===== src/hdl/assert_macros.svh =====
// Assertion macros shared by the edit distance RTL files.
`ifndef ASSERT_MACROS_SVH
`define ASSERT_MACROS_SVH

`ifndef SYNTHESIS
// Checks that an expression holds at every clock edge outside reset.
`define CHK_ALWAYS(lbl, expr, msg) \
  lbl: assert property (@(posedge clk) disable iff (rst) (expr)) else $error(msg);
// Checks that the consequent holds in the same cycle as the antecedent.
`define CHK_IMPL(lbl, ante, cons, msg) \
  lbl: assert property (@(posedge clk) disable iff (rst) (ante) |-> (cons)) else $error(msg);
`else
`define CHK_ALWAYS(lbl, expr, msg)
`define CHK_IMPL(lbl, ante, cons, msg)
`endif

`endif


===== src/hdl/edm_pkg.sv =====
// Types, constants and helper functions of the edit distance best match unit.
`default_nettype none

package edm_pkg;

  localparam int CHAR_W = 8;
  localparam int DIST_W = 7;
  localparam int TIE_W  = 10;
  localparam int CFG_W  = 6;
  localparam int IN_TUSER_W  = 3;
  localparam int OUT_TDATA_W = 32;

  localparam logic [DIST_W-1:0] DIST_MAX     = 7'd127;
  localparam logic [TIE_W-1:0]  TIE_MAX      = 10'd1023;
  localparam logic [CFG_W-1:0]  MAXD_RESET   = 6'd2;
  localparam logic [DIST_W-1:0] BEST_RESET   = 7'd3;
  localparam logic [DIST_W-1:0] BEST_LIMIT   = 7'd64;

  typedef enum logic [1:0] {
    ACT_CLEAR   = 2'd0,
    ACT_PATTERN = 2'd1,
    ACT_CAND    = 2'd2
  } action_t;

  typedef enum logic [1:0] {
    VERDICT_SKIP = 2'd0,
    VERDICT_BEST = 2'd1,
    VERDICT_TIE  = 2'd2,
    VERDICT_WORSE = 2'd3
  } verdict_t;

  // One candidate item traveling down the cell row.
  typedef struct packed {
    logic              start;     // row starts fresh at 0..N
    logic              has_char;  // token carries a character to apply
    logic              fin;       // last item of the candidate
    logic [CHAR_W-1:0] ch;
    logic [DIST_W-1:0] left;      // new value of the previous cell
    logic [DIST_W-1:0] diag;      // old value of the previous cell
    logic [DIST_W-1:0] result;    // value of the cell at the pattern end
  } token_t;

  // Request from the candidate control to the scoring logic.
  typedef struct packed {
    logic              clear;
    logic              fin;
    logic              too_long;
    logic [DIST_W-1:0] score;
  } res_req_t;

  // Result item, last field in the lowest bits.
  typedef struct packed {
    logic              too_long;
    logic [TIE_W-1:0]  tie_count;
    logic [DIST_W-1:0] best_distance;
    verdict_t          verdict;
    logic [DIST_W-1:0] distance;
  } result_t;

  function automatic logic [DIST_W-1:0] sat_inc(input logic [DIST_W-1:0] x);
    return (x == DIST_MAX) ? x : x + DIST_W'(1);
  endfunction

  function automatic logic [DIST_W-1:0] min2(input logic [DIST_W-1:0] a,
                                             input logic [DIST_W-1:0] b);
    return (a < b) ? a : b;
  endfunction

endpackage

`default_nettype wire


===== src/hdl/edm_cell.sv =====
// One dynamic-programming cell of the edit distance row, holding one pattern character.
`default_nettype none

module edm_cell #(
  parameter int INDEX = 1,
  parameter int PL_W  = 6
) (
  input  logic                  clk,
  input  logic                  rst,
  input  logic                  in_valid,
  input  edm_pkg::token_t       in_tok,
  input  logic [PL_W-1:0]       pat_len,
  input  logic                  pat_we,
  input  logic [PL_W-1:0]       pat_waddr,
  input  logic [edm_pkg::CHAR_W-1:0] pat_wdata,
  output logic                  out_valid,
  output edm_pkg::token_t       out_tok
);
  import edm_pkg::*;

  localparam int INIT_I = (INDEX > 127) ? 127 : INDEX;
  localparam logic [DIST_W-1:0] INIT = DIST_W'(INIT_I);

  logic [CHAR_W-1:0] pchar;
  logic [DIST_W-1:0] dp;
  logic [DIST_W-1:0] old_val;
  logic [DIST_W-1:0] sub_val;
  logic [DIST_W-1:0] new_val;
  token_t            tok_next;

  always_comb begin
    old_val = in_tok.start ? INIT : dp;
    sub_val = (pchar == in_tok.ch) ? in_tok.diag : sat_inc(in_tok.diag);
    new_val = in_tok.has_char
            ? min2(min2(sat_inc(old_val), sat_inc(in_tok.left)), sub_val)
            : old_val;
    tok_next        = in_tok;
    tok_next.left   = new_val;
    tok_next.diag   = old_val;
    tok_next.result = (pat_len == PL_W'(INDEX)) ? new_val : in_tok.result;
  end

  always_ff @(posedge clk) begin
    if (pat_we && (pat_waddr == PL_W'(INDEX - 1))) begin
      pchar <= pat_wdata;
    end
    if (in_valid && in_tok.has_char) begin
      dp <= new_val;
    end
    out_tok <= tok_next;
  end

  always_ff @(posedge clk) begin
    if (rst) begin
      out_valid <= 1'b0;
    end else begin
      out_valid <= in_valid;
    end
  end

endmodule

`default_nettype wire


===== src/hdl/edm_result.sv =====
// Scoring of finished candidates against the group best, and the result output stage.
`default_nettype none
`include "assert_macros.svh"

module edm_result #(
  parameter int PL_W = 6,
  parameter int CL_W = 7
) (
  input  logic                          clk,
  input  logic                          rst,
  input  logic                          cfg_we,
  input  logic [edm_pkg::CFG_W-1:0]     cfg_data,
  input  edm_pkg::res_req_t             req,
  input  logic [CL_W-1:0]               cand_len,
  input  logic [PL_W-1:0]               pat_len,
  output logic                          skid_busy,
  output logic                          m_tvalid,
  input  logic                          m_tready,
  output logic [edm_pkg::OUT_TDATA_W-1:0] m_tdata
);
  import edm_pkg::*;

  localparam int GAP_W = (CL_W > PL_W) ? CL_W : PL_W;
  localparam int CMP_W = (GAP_W > DIST_W) ? GAP_W : DIST_W;

  logic [CFG_W-1:0]  max_dist;
  logic [DIST_W-1:0] best;
  logic [DIST_W-1:0] best_next;
  logic [TIE_W-1:0]  ties;
  logic [TIE_W-1:0]  ties_next;
  logic [CMP_W-1:0]  cl_ext;
  logic [CMP_W-1:0]  pl_ext;
  logic [CMP_W-1:0]  gap;
  verdict_t          verdict;
  result_t           res;
  logic              out_valid;
  result_t           out_q;
  logic              skid_valid;
  result_t           skid_q;

  always_comb begin
    cl_ext    = CMP_W'(cand_len);
    pl_ext    = CMP_W'(pat_len);
    gap       = (cl_ext >= pl_ext) ? cl_ext - pl_ext : pl_ext - cl_ext;
    best_next = best;
    ties_next = ties;
    verdict   = VERDICT_SKIP;
    if (req.clear) begin
      best_next = DIST_W'(max_dist) + DIST_W'(1);
      ties_next = '0;
    end else if (req.fin) begin
      priority if (req.too_long || (best == '0) || (gap >= CMP_W'(best))) begin
        verdict = VERDICT_SKIP;
      end else if (req.score < best) begin
        best_next = req.score;
        ties_next = TIE_W'(1);
        verdict   = VERDICT_BEST;
      end else if (req.score == best) begin
        ties_next = (ties < TIE_MAX) ? ties + TIE_W'(1) : ties;
        verdict   = VERDICT_TIE;
      end else begin
        verdict = VERDICT_WORSE;
      end
    end
    res = '{too_long: req.too_long, tie_count: ties_next, best_distance: best_next,
            verdict: verdict, distance: req.score};
  end

  always_ff @(posedge clk) begin
    if (rst) begin
      max_dist <= MAXD_RESET;
      best     <= BEST_RESET;
      ties     <= '0;
    end else begin
      if (cfg_we) begin
        max_dist <= cfg_data;
      end
      best <= best_next;
      ties <= ties_next;
    end
  end

  // Output register with one skid entry behind it; the skid fills only when a
  // result arrives while the output register is held.
  always_ff @(posedge clk) begin
    if (rst) begin
      out_valid  <= 1'b0;
      skid_valid <= 1'b0;
    end else begin
      if (!out_valid || m_tready) begin
        if (skid_valid) begin
          out_valid  <= 1'b1;
          skid_valid <= 1'b0;
        end else begin
          out_valid <= req.fin;
        end
      end else if (req.fin) begin
        skid_valid <= 1'b1;
      end
    end
  end

  always_ff @(posedge clk) begin
    if (!out_valid || m_tready) begin
      out_q <= skid_valid ? skid_q : res;
    end else if (req.fin) begin
      skid_q <= res;
    end
  end

  assign skid_busy = skid_valid;
  assign m_tvalid  = out_valid;
  assign m_tdata   = OUT_TDATA_W'(out_q);

  `CHK_IMPL(a_skid_behind_out, skid_valid, out_valid, "skid entry full while output register is empty")
  `CHK_IMPL(a_no_fin_on_skid, req.fin, !skid_valid, "result arrived while the skid entry is full")
  `CHK_ALWAYS(a_best_range, best <= BEST_LIMIT, "group best above its largest value")

endmodule

`default_nettype wire


===== src/hdl/edit_distance_best_match_unit.sv =====
// Top level of the edit distance best match unit: input decode, candidate control and cell row.
`default_nettype none
`include "assert_macros.svh"

// The unit scores candidate strings against a loaded pattern by Levenshtein
// distance with unit costs and keeps the best distance of a group with a tie
// count. Items arrive on the slave stream: s_tuser selects the action (clear
// group, pattern character, candidate character) and flags an empty item,
// s_tdata holds the character and s_tlast ends the pattern or the candidate.
// The distance row lives in a chain of MAX_PATTERN cells, one per pattern
// position; each candidate character enters the first cell as a token and
// moves one cell per clock, so candidate characters are taken back to back,
// one per cycle, unless a full skid entry holds ready low. The token of a
// candidate's last item passes every cell register in turn, and then its
// result is registered in the output stage. While that token is in flight no
// other item is taken, and the input opens again once the result is
// registered. A pattern character is taken only once the chain is empty.
// Clear items and empty candidate items that are not last send no token into
// the chain. One finished result may wait in the output register and a
// second in a skid entry; a full skid entry also holds ready low. The
// max_distance register is written over the cfg channel, which is always
// ready, and takes effect at the next clear.
module edit_distance_best_match_unit #(
  parameter int MAX_PATTERN   = 32,
  parameter int MAX_CANDIDATE = 64
) (
  input  logic                              clk,
  input  logic                              rst,
  input  logic                              s_tvalid,
  output logic                              s_tready,
  input  logic [edm_pkg::CHAR_W-1:0]        s_tdata,   // [7:0] char_value
  input  logic [edm_pkg::IN_TUSER_W-1:0]    s_tuser,   // [1:0] action, [2] empty_req
  input  logic                              s_tlast,   // last
  output logic                              m_tvalid,
  input  logic                              m_tready,
  // [6:0] distance, [8:7] verdict, [15:9] best_distance, [25:16] tie_count,
  // [26] too_long, [31:27] zero
  output logic [edm_pkg::OUT_TDATA_W-1:0]   m_tdata,
  input  logic                              cfg_valid,
  output logic                              cfg_ready,
  input  logic [edm_pkg::CFG_W-1:0]         cfg_data   // max_distance
);
  import edm_pkg::*;

  localparam int PL_W  = $clog2(MAX_PATTERN + 1);
  localparam int CL_W  = $clog2(MAX_CANDIDATE + 1);
  localparam int CNT_W = $clog2(MAX_PATTERN + 1);

  // Input decode.
  action_t act;
  logic    empty;
  logic    accept;

  // Pattern and candidate control state.
  logic [PL_W-1:0]  pat_len;
  logic [PL_W-1:0]  pat_len_next;
  logic             pat_open;
  logic             pat_open_next;
  logic             cand_active;
  logic             cand_active_next;
  logic             fresh;
  logic             fresh_next;
  logic [CL_W-1:0]  cand_len;
  logic [CL_W-1:0]  cand_len_next;
  logic             overflow;
  logic             overflow_next;
  logic [CNT_W-1:0] in_flight;
  logic [CNT_W-1:0] in_flight_next;
  logic             fin_pending;
  logic             fin_pending_next;

  // Candidate item working values.
  logic             starting;
  logic [CL_W-1:0]  len_before;
  logic [CL_W-1:0]  len_after;
  logic             take_char;
  logic             issue;
  logic [PL_W-1:0]  pat_base;

  // Pattern write port broadcast to the cells.
  logic              pat_we;
  logic [PL_W-1:0]   pat_waddr;

  // Cell row.
  logic   tok_valid [0:MAX_PATTERN];
  token_t tok_data  [0:MAX_PATTERN];
  logic   chain_exit;

  res_req_t res_req;
  logic     skid_busy;

  function automatic logic [DIST_W-1:0] len_sat(input logic [CL_W-1:0] n);
    return (32'(n) > 32'(DIST_MAX)) ? DIST_MAX : DIST_W'(n);
  endfunction

  assign act    = action_t'(s_tuser[1:0]);
  assign empty  = s_tuser[IN_TUSER_W-1];
  assign accept = s_tvalid && s_tready;

  // A pattern character must not change a cell while a token still needs it.
  assign s_tready  = !fin_pending && !skid_busy && ((act != ACT_PATTERN) || (in_flight == '0));
  assign cfg_ready = 1'b1;

  always_comb begin
    starting   = !cand_active;
    len_before = starting ? '0 : cand_len;
    take_char  = !empty && (len_before < CL_W'(MAX_CANDIDATE));
    len_after  = take_char ? len_before + CL_W'(1) : len_before;
    pat_base   = pat_open ? pat_len : '0;

    pat_len_next     = pat_len;
    pat_open_next    = pat_open;
    cand_active_next = cand_active;
    fresh_next       = fresh;
    cand_len_next    = cand_len;
    overflow_next    = overflow;
    pat_we           = 1'b0;
    pat_waddr        = pat_base;
    issue            = 1'b0;

    if (accept) begin
      unique case (act)
        ACT_CLEAR: begin
        end
        ACT_PATTERN: begin
          cand_active_next = 1'b0;
          pat_open_next    = !s_tlast;
          if (!empty && (pat_base < PL_W'(MAX_PATTERN))) begin
            pat_we       = 1'b1;
            pat_len_next = pat_base + PL_W'(1);
          end else begin
            pat_len_next = pat_base;
          end
        end
        ACT_CAND: begin
          // Every last item sends a token so that its result leaves the chain
          // in order behind the characters before it.
          issue            = take_char || s_tlast;
          cand_active_next = !s_tlast;
          cand_len_next    = len_after;
          overflow_next    = (starting ? 1'b0 : overflow) || (!empty && !take_char);
          fresh_next       = (starting || fresh) && !take_char;
        end
        default: begin
        end
      endcase
    end

    in_flight_next = in_flight + CNT_W'(issue) - CNT_W'(tok_valid[MAX_PATTERN]);
    if (issue && s_tlast) begin
      fin_pending_next = 1'b1;
    end else if (chain_exit) begin
      fin_pending_next = 1'b0;
    end else begin
      fin_pending_next = fin_pending;
    end
  end

  assign tok_valid[0] = issue;
  assign tok_data[0]  = '{start: starting || fresh, has_char: take_char, fin: s_tlast,
                          ch: s_tdata, left: len_sat(len_after), diag: len_sat(len_before),
                          result: len_sat(len_after)};

  always_ff @(posedge clk) begin
    if (rst) begin
      pat_len     <= '0;
      pat_open    <= 1'b0;
      cand_active <= 1'b0;
      fresh       <= 1'b0;
      cand_len    <= '0;
      overflow    <= 1'b0;
      in_flight   <= '0;
      fin_pending <= 1'b0;
    end else begin
      pat_len     <= pat_len_next;
      pat_open    <= pat_open_next;
      cand_active <= cand_active_next;
      fresh       <= fresh_next;
      cand_len    <= cand_len_next;
      overflow    <= overflow_next;
      in_flight   <= in_flight_next;
      fin_pending <= fin_pending_next;
    end
  end

  // Cell j holds row entry j and pattern character j-1.
  for (genvar j = 1; j <= MAX_PATTERN; j++) begin : g_cell
    edm_cell #(
      .INDEX (j),
      .PL_W  (PL_W)
    ) u_cell (
      .clk       (clk),
      .rst       (rst),
      .in_valid  (tok_valid[j-1]),
      .in_tok    (tok_data[j-1]),
      .pat_len   (pat_len),
      .pat_we    (pat_we),
      .pat_waddr (pat_waddr),
      .pat_wdata (s_tdata),
      .out_valid (tok_valid[j]),
      .out_tok   (tok_data[j])
    );
  end

  assign chain_exit = tok_valid[MAX_PATTERN] && tok_data[MAX_PATTERN].fin;

  always_comb begin
    res_req.clear    = accept && (act == ACT_CLEAR);
    res_req.fin      = chain_exit;
    res_req.too_long = overflow;
    res_req.score    = overflow ? '0 : tok_data[MAX_PATTERN].result;
  end

  edm_result #(
    .PL_W (PL_W),
    .CL_W (CL_W)
  ) u_result (
    .clk       (clk),
    .rst       (rst),
    .cfg_we    (cfg_valid && cfg_ready),
    .cfg_data  (cfg_data),
    .req       (res_req),
    .cand_len  (cand_len),
    .pat_len   (pat_len),
    .skid_busy (skid_busy),
    .m_tvalid  (m_tvalid),
    .m_tready  (m_tready),
    .m_tdata   (m_tdata)
  );

  `CHK_IMPL(a_fin_in_chain, fin_pending, in_flight != '0, "finishing token lost from the cell row")
  `CHK_IMPL(a_pattern_on_empty, accept && (act == ACT_PATTERN), in_flight == '0, "pattern write while tokens in flight")
  `CHK_IMPL(a_exit_expected, chain_exit, fin_pending, "finishing token left the row unannounced")

endmodule

`default_nettype wire


===== config.mk =====
export PLATFORM = sky130hd
export DESIGN_NAME = edit_distance_best_match_unit
export DESIGN_NICKNAME = d
export VERILOG_FILES = /design/src/hdl/edm_pkg.sv /design/src/hdl/edm_cell.sv /design/src/hdl/edm_result.sv /design/src/hdl/edit_distance_best_match_unit.sv
export VERILOG_INCLUDE_DIRS = /design/src /design/src/hdl
export SDC_FILE = /design/constraint.sdc
export NUM_CORES = 2
export LEC_CHECK = 0
export ABC_AREA = 1
export BUFFER_PORTS_ARGS = -buffer_cell sky130_fd_sc_hd__buf_2
export CAP_MARGIN = 15
export CORE_ASPECT_RATIO = 1.25
export CORE_MARGIN = 3
export CORE_UTILIZATION = 35
export CTS_BUF_LIST = sky130_fd_sc_hd__clkbuf_2
export CTS_CLUSTER_DIAMETER = 100
export DETAILED_ROUTE_END_ITERATION = 8
export PLACE_DENSITY = 0.53
export SYNTH_ARGS = -nofsm -noshare
export SYNTH_HDL_FRONTEND = slang
export SYNTH_SLANG_ARGS = --single-unit

===== constraint.sdc =====
create_clock -name clk -period 5.1 [get_ports clk]
set_clock_uncertainty 0.05 [all_clocks]
set_input_delay 0.765 -clock clk [delete_from_list [all_inputs] [get_ports clk]]
set_output_delay 0.765 -clock clk [all_outputs]
set_load 0.01 [all_outputs]

==> results.yml <==
worst_hold_path:
  hp-class: "reg2reg"
worst_setup_path:
  cp.buffers_inverters: 2
  crit_family: "simple AND/OR/NAND/NOR gates"
  crit_slowest_cell: "dfxtp_1"
  setup.worst_path.start: "g_cell[29].u_cell.out_tok[31]$_DFF_P_"
  rr_startpoint: "g_cell[29].u_cell.out_tok[31]$_DFF_P_"
  crit_path_end: "g_cell[30].u_cell.dp[1]$_DFFE_PP_"
  cpPeakStageDelay_ns: 0.56
  cp.depth: 24
  cp-end-kind: "register"
  worst_r2r_path_depth: 24
  critPathLaunchType: "register"
  arrival_ns: 6.22
  required_ns: 6.55
  crit_type: "reg2reg"
  critPathMaxFanout: 13
  crit_path_cell_trace: "nor2_1 -> ha_1 -> nand2_1 -> nor2_1 -> nand3_1 -> nand4_1 -> nor3_1 -> xor2_1 -> ha_1 -> nand2_1 -> nor2_1 -> a211oi_1 -> nand2_1 -> inv_2 -> o21a_1 -> inv_1 -> ha_1 -> a21oi_1 -> nor2_1 -> a211oi_1 -> nand2_1 -> nand2_1 -> nand3_1 -> and2_1"
  cp_common_cell: "nand2_1"
  r2r_end: "g_cell[30].u_cell.dp[1]$_DFFE_PP_"
  r2r_slack_ns: 0.34
global_route:
  grt_overflow: 0
  grt_pass1_vias: 62080
  antenna_found_initial: 13
  grt_usage: 0.1727
  grt_pass1_wl_um: 318500
  grt_start_max_net_pins: 54
cells_and_area:
  final_cell_count_no_fill: 12960
  area_growth_pct: 11.56
  drive_above_1_share: 0.1117
  fin_nets: 10240
clocking:
  root_buffer: "clkbuf_2"
  clock_sinks: 1615
  insertion_delay_ns: 1.81
  clkTransAtPathRegs_ns: 0.11
  cts_made_buffers: 414
  cts_htree_levels: 5
  cts_tree: "yes"
  clockBufferDepth: 4
job:
  maxCapViolations: 0
logic_synthesis:
  async_flop_share: 0
  ys_ff_latch: 1615
  synth_ff_type: "dfxtp_1"
  yosys.cell_types.count: 62
  avgSynthCellArea_um2: 8.549
  syn_inst: 9150
  yosysWarnings: 0
  synth_edf_count: 534
  synth-seq-area-share: 0.4816
  syn-cell-area_mm2: 0.07823
floorplanning:
  die_h_um: 534.6
  fp-row-count: 193
  initial_core_util: 0.3529
  ios: 58
  die_w_um: 428.9
  die_area_mm2: 0.2292
  coreArea_mm2: 0.2217
sta:
  slew_viol_final: 0
  worstMarginPinSlew_ns: 1.180
  fin_setup_tns_ns: 0
  finalSetupViolCount: 0
  period_minus_slack_ns: 4.764
  finalHoldViolations: 0
  min_period_over_period: 0.9341
  rsz0062_at_grt: "true"
  hold_ws_ns: 0.2133
  max_freq_mhz: 209.9
  max_slew_margin: 0.2130
drt:
  ant_nets: 0
  drt_first_iter_violations: 3220
  first_pass_iters: 6
  via_per_inst: 4.705
  wl_per_cell_um: 15.60
  vias: 60980
  wl_um: 202100
  drcViolationCount: 0
status:
  status: "completed"
place:
  dp_cells: 12140
  globalplace.congestion: 0.9138
  port_buffers: 51
  dp_hpwl_um: 157700
power:
  p_leak_nw: 41.32
  irDropWorstVdd_mv: 0.4431
  power_density_mw_per_mm2: 509.5
per-layer routing:
metal | GRT usage | wire length, um | vias up
met2 | 0.3295 | 106100 | 1139
met4 | 0.06658 | 6139 | 6
li1 | - | - | 31340
met3 | 0.02915 | 7423 | 379
met1 | 0.1889 | 82410 | 28120
met5 | 0 | 40 | -
what timing repair did:
action / 4_1_cts / 5_1_grt
setup endpoints to repair: 0 / 375
gates resized for setup: 0 / 86
hold buffers: 59 / 0
setup buffers: 0 / 6
endpoints found under the hold margin: 700 / 0
logic make-up (layout without fill, tap and decap cells):
| family | Yosys count | after routing | synth area share |
|---|---|---|---|
| muxes | 65 | 65 | 0.008349 |
| buffers and inverters | 1147 | 2021 | 0.05648 |
| and+or+nand+nor | 4321 | 4321 | 0.2392 |
| AOI/OAI and AO/OA | 888 | 888 | 0.06423 |
| DFF | 1615 | 1615 | 0.4816 |
| xor gates and xnor gates | 587 | 587 | 0.06572 |
| other | 2 | 12 | 0.00009600 |
| adders and majority gates | 525 | 525 | 0.08426 |
placed cells by master, fill, tap and decap left out, drive strengths merged, types with 5 or more instances in the layout:
cell type / count
nand3b: 105
conb: 6
o21bai: 24
a21o: 5
bufinv: 9
clkinv: 129
clkinvlp: 10
xnor2: 87
buf: 166
nand2: 2631
diode: 6
edfxtp: 534
a31oi: 37
nor4: 76
ha: 522
nand3: 609
o21a: 46
and3: 8
clkbuf: 602
inv: 1046
o211ai: 9
nand4: 72
nor3: 104
and2: 29
nor2: 637
dfxtp: 1081
o21ai: 370
dlygate4sd3: 59
xor2: 500
a21oi: 275
mux2i: 63
a211oi: 70
or2: 46
a21boi: 18
o22ai: 22
power by group:
part           switching [mW]  internal [mW]  leakage, nW
sequential               1.05           15.2         13.9
clock                    5.23           3.65         2.92
combinational            12.5           6.84         24.5
through the flow:
stage                     total power [mW]  area (um2)  setup WS (ns)  utilization
final                                44.46       87270         0.3362       0.3937
after detailed placement             35.58       82500         0.1752       0.3722
after floorplan                      30.32       78240         0.2908            -
after global routing                 48.61       87260       -0.03694       0.3936
after CTS                            44.81       86960        0.04224       0.3923
after global placement               35.10       82500         0.2583       0.3722
state kept, by name, indices dropped and copies added (netlist names), 6 cells and up:
| register | count |
|---|---|
| g_cell.u_cell.dp | 224 |
| in_flight | 6 |
| g_cell.u_cell.out_valid | 32 |
| u_result.best | 7 |
| cand_len | 7 |
| g_cell.u_cell.pchar | 256 |
| u_result.skid_q | 27 |
| u_result.m_tdata | 27 |
| u_result.ties | 10 |
| u_result.max_dist | 6 |
| g_cell.u_cell.out_tok | 1000 |
| pat_len | 6 |
Yosys cell counts, types with 66 or more instances:
cell type / number / share of area
nor4_1: 75 / 0.0060
dfxtp_1: 1081 / 0.28
nor2_1: 609 / 0.029
a21oi_1: 275 / 0.018
edfxtp_1: 534 / 0.20
nand3b_1: 104 / 0.010
nand2_2: 74 / 0.0059
xnor2_1: 87 / 0.0097
ha_1: 522 / 0.083
inv_1: 1029 / 0.049
nand3_1: 595 / 0.038
nor3_1: 98 / 0.0063
nand2_1: 2545 / 0.12
nand4_1: 66 / 0.0053
o21ai_0: 315 / 0.020
xor2_1: 500 / 0.056
a211oi_1: 70 / 0.0067
how the worst min path moves through the flow:
stage                                                  endpoint  cells after the start                                   from
final                     g_cell[12].u_cell.out_tok[23]$_DFF_P_                      0  g_cell[11].u_cell.out_tok[23]$_DFF_P_
after CTS                               pat_len[2]$_SDFFE_PP0P_                      5                                    rst
after global placement    g_cell[20].u_cell.out_tok[29]$_DFF_P_                      0  g_cell[19].u_cell.out_tok[29]$_DFF_P_
after detailed placement  g_cell[23].u_cell.out_tok[29]$_DFF_P_                      0  g_cell[22].u_cell.out_tok[29]$_DFF_P_
after global routing                u_result.best[0]$_SDFF_PP1_                      4                                    rst
after floorplan           g_cell[10].u_cell.out_tok[29]$_DFF_P_                      0   g_cell[9].u_cell.out_tok[29]$_DFF_P_
cell type report:
cell class	instances	area (um2)
well taps	2925	3660
inverters	1046	3936
multi-input cells	6392	36360
diodes	6	15.01
flip-flops and latches	1615	37700
repair inverters	2	12.51
fillers	22690	134400
clock buffers	602	3013
repair buffers	225	1712
clock inverters	146	853.3
Note: power is estimated with default switching activity, not from simulation.
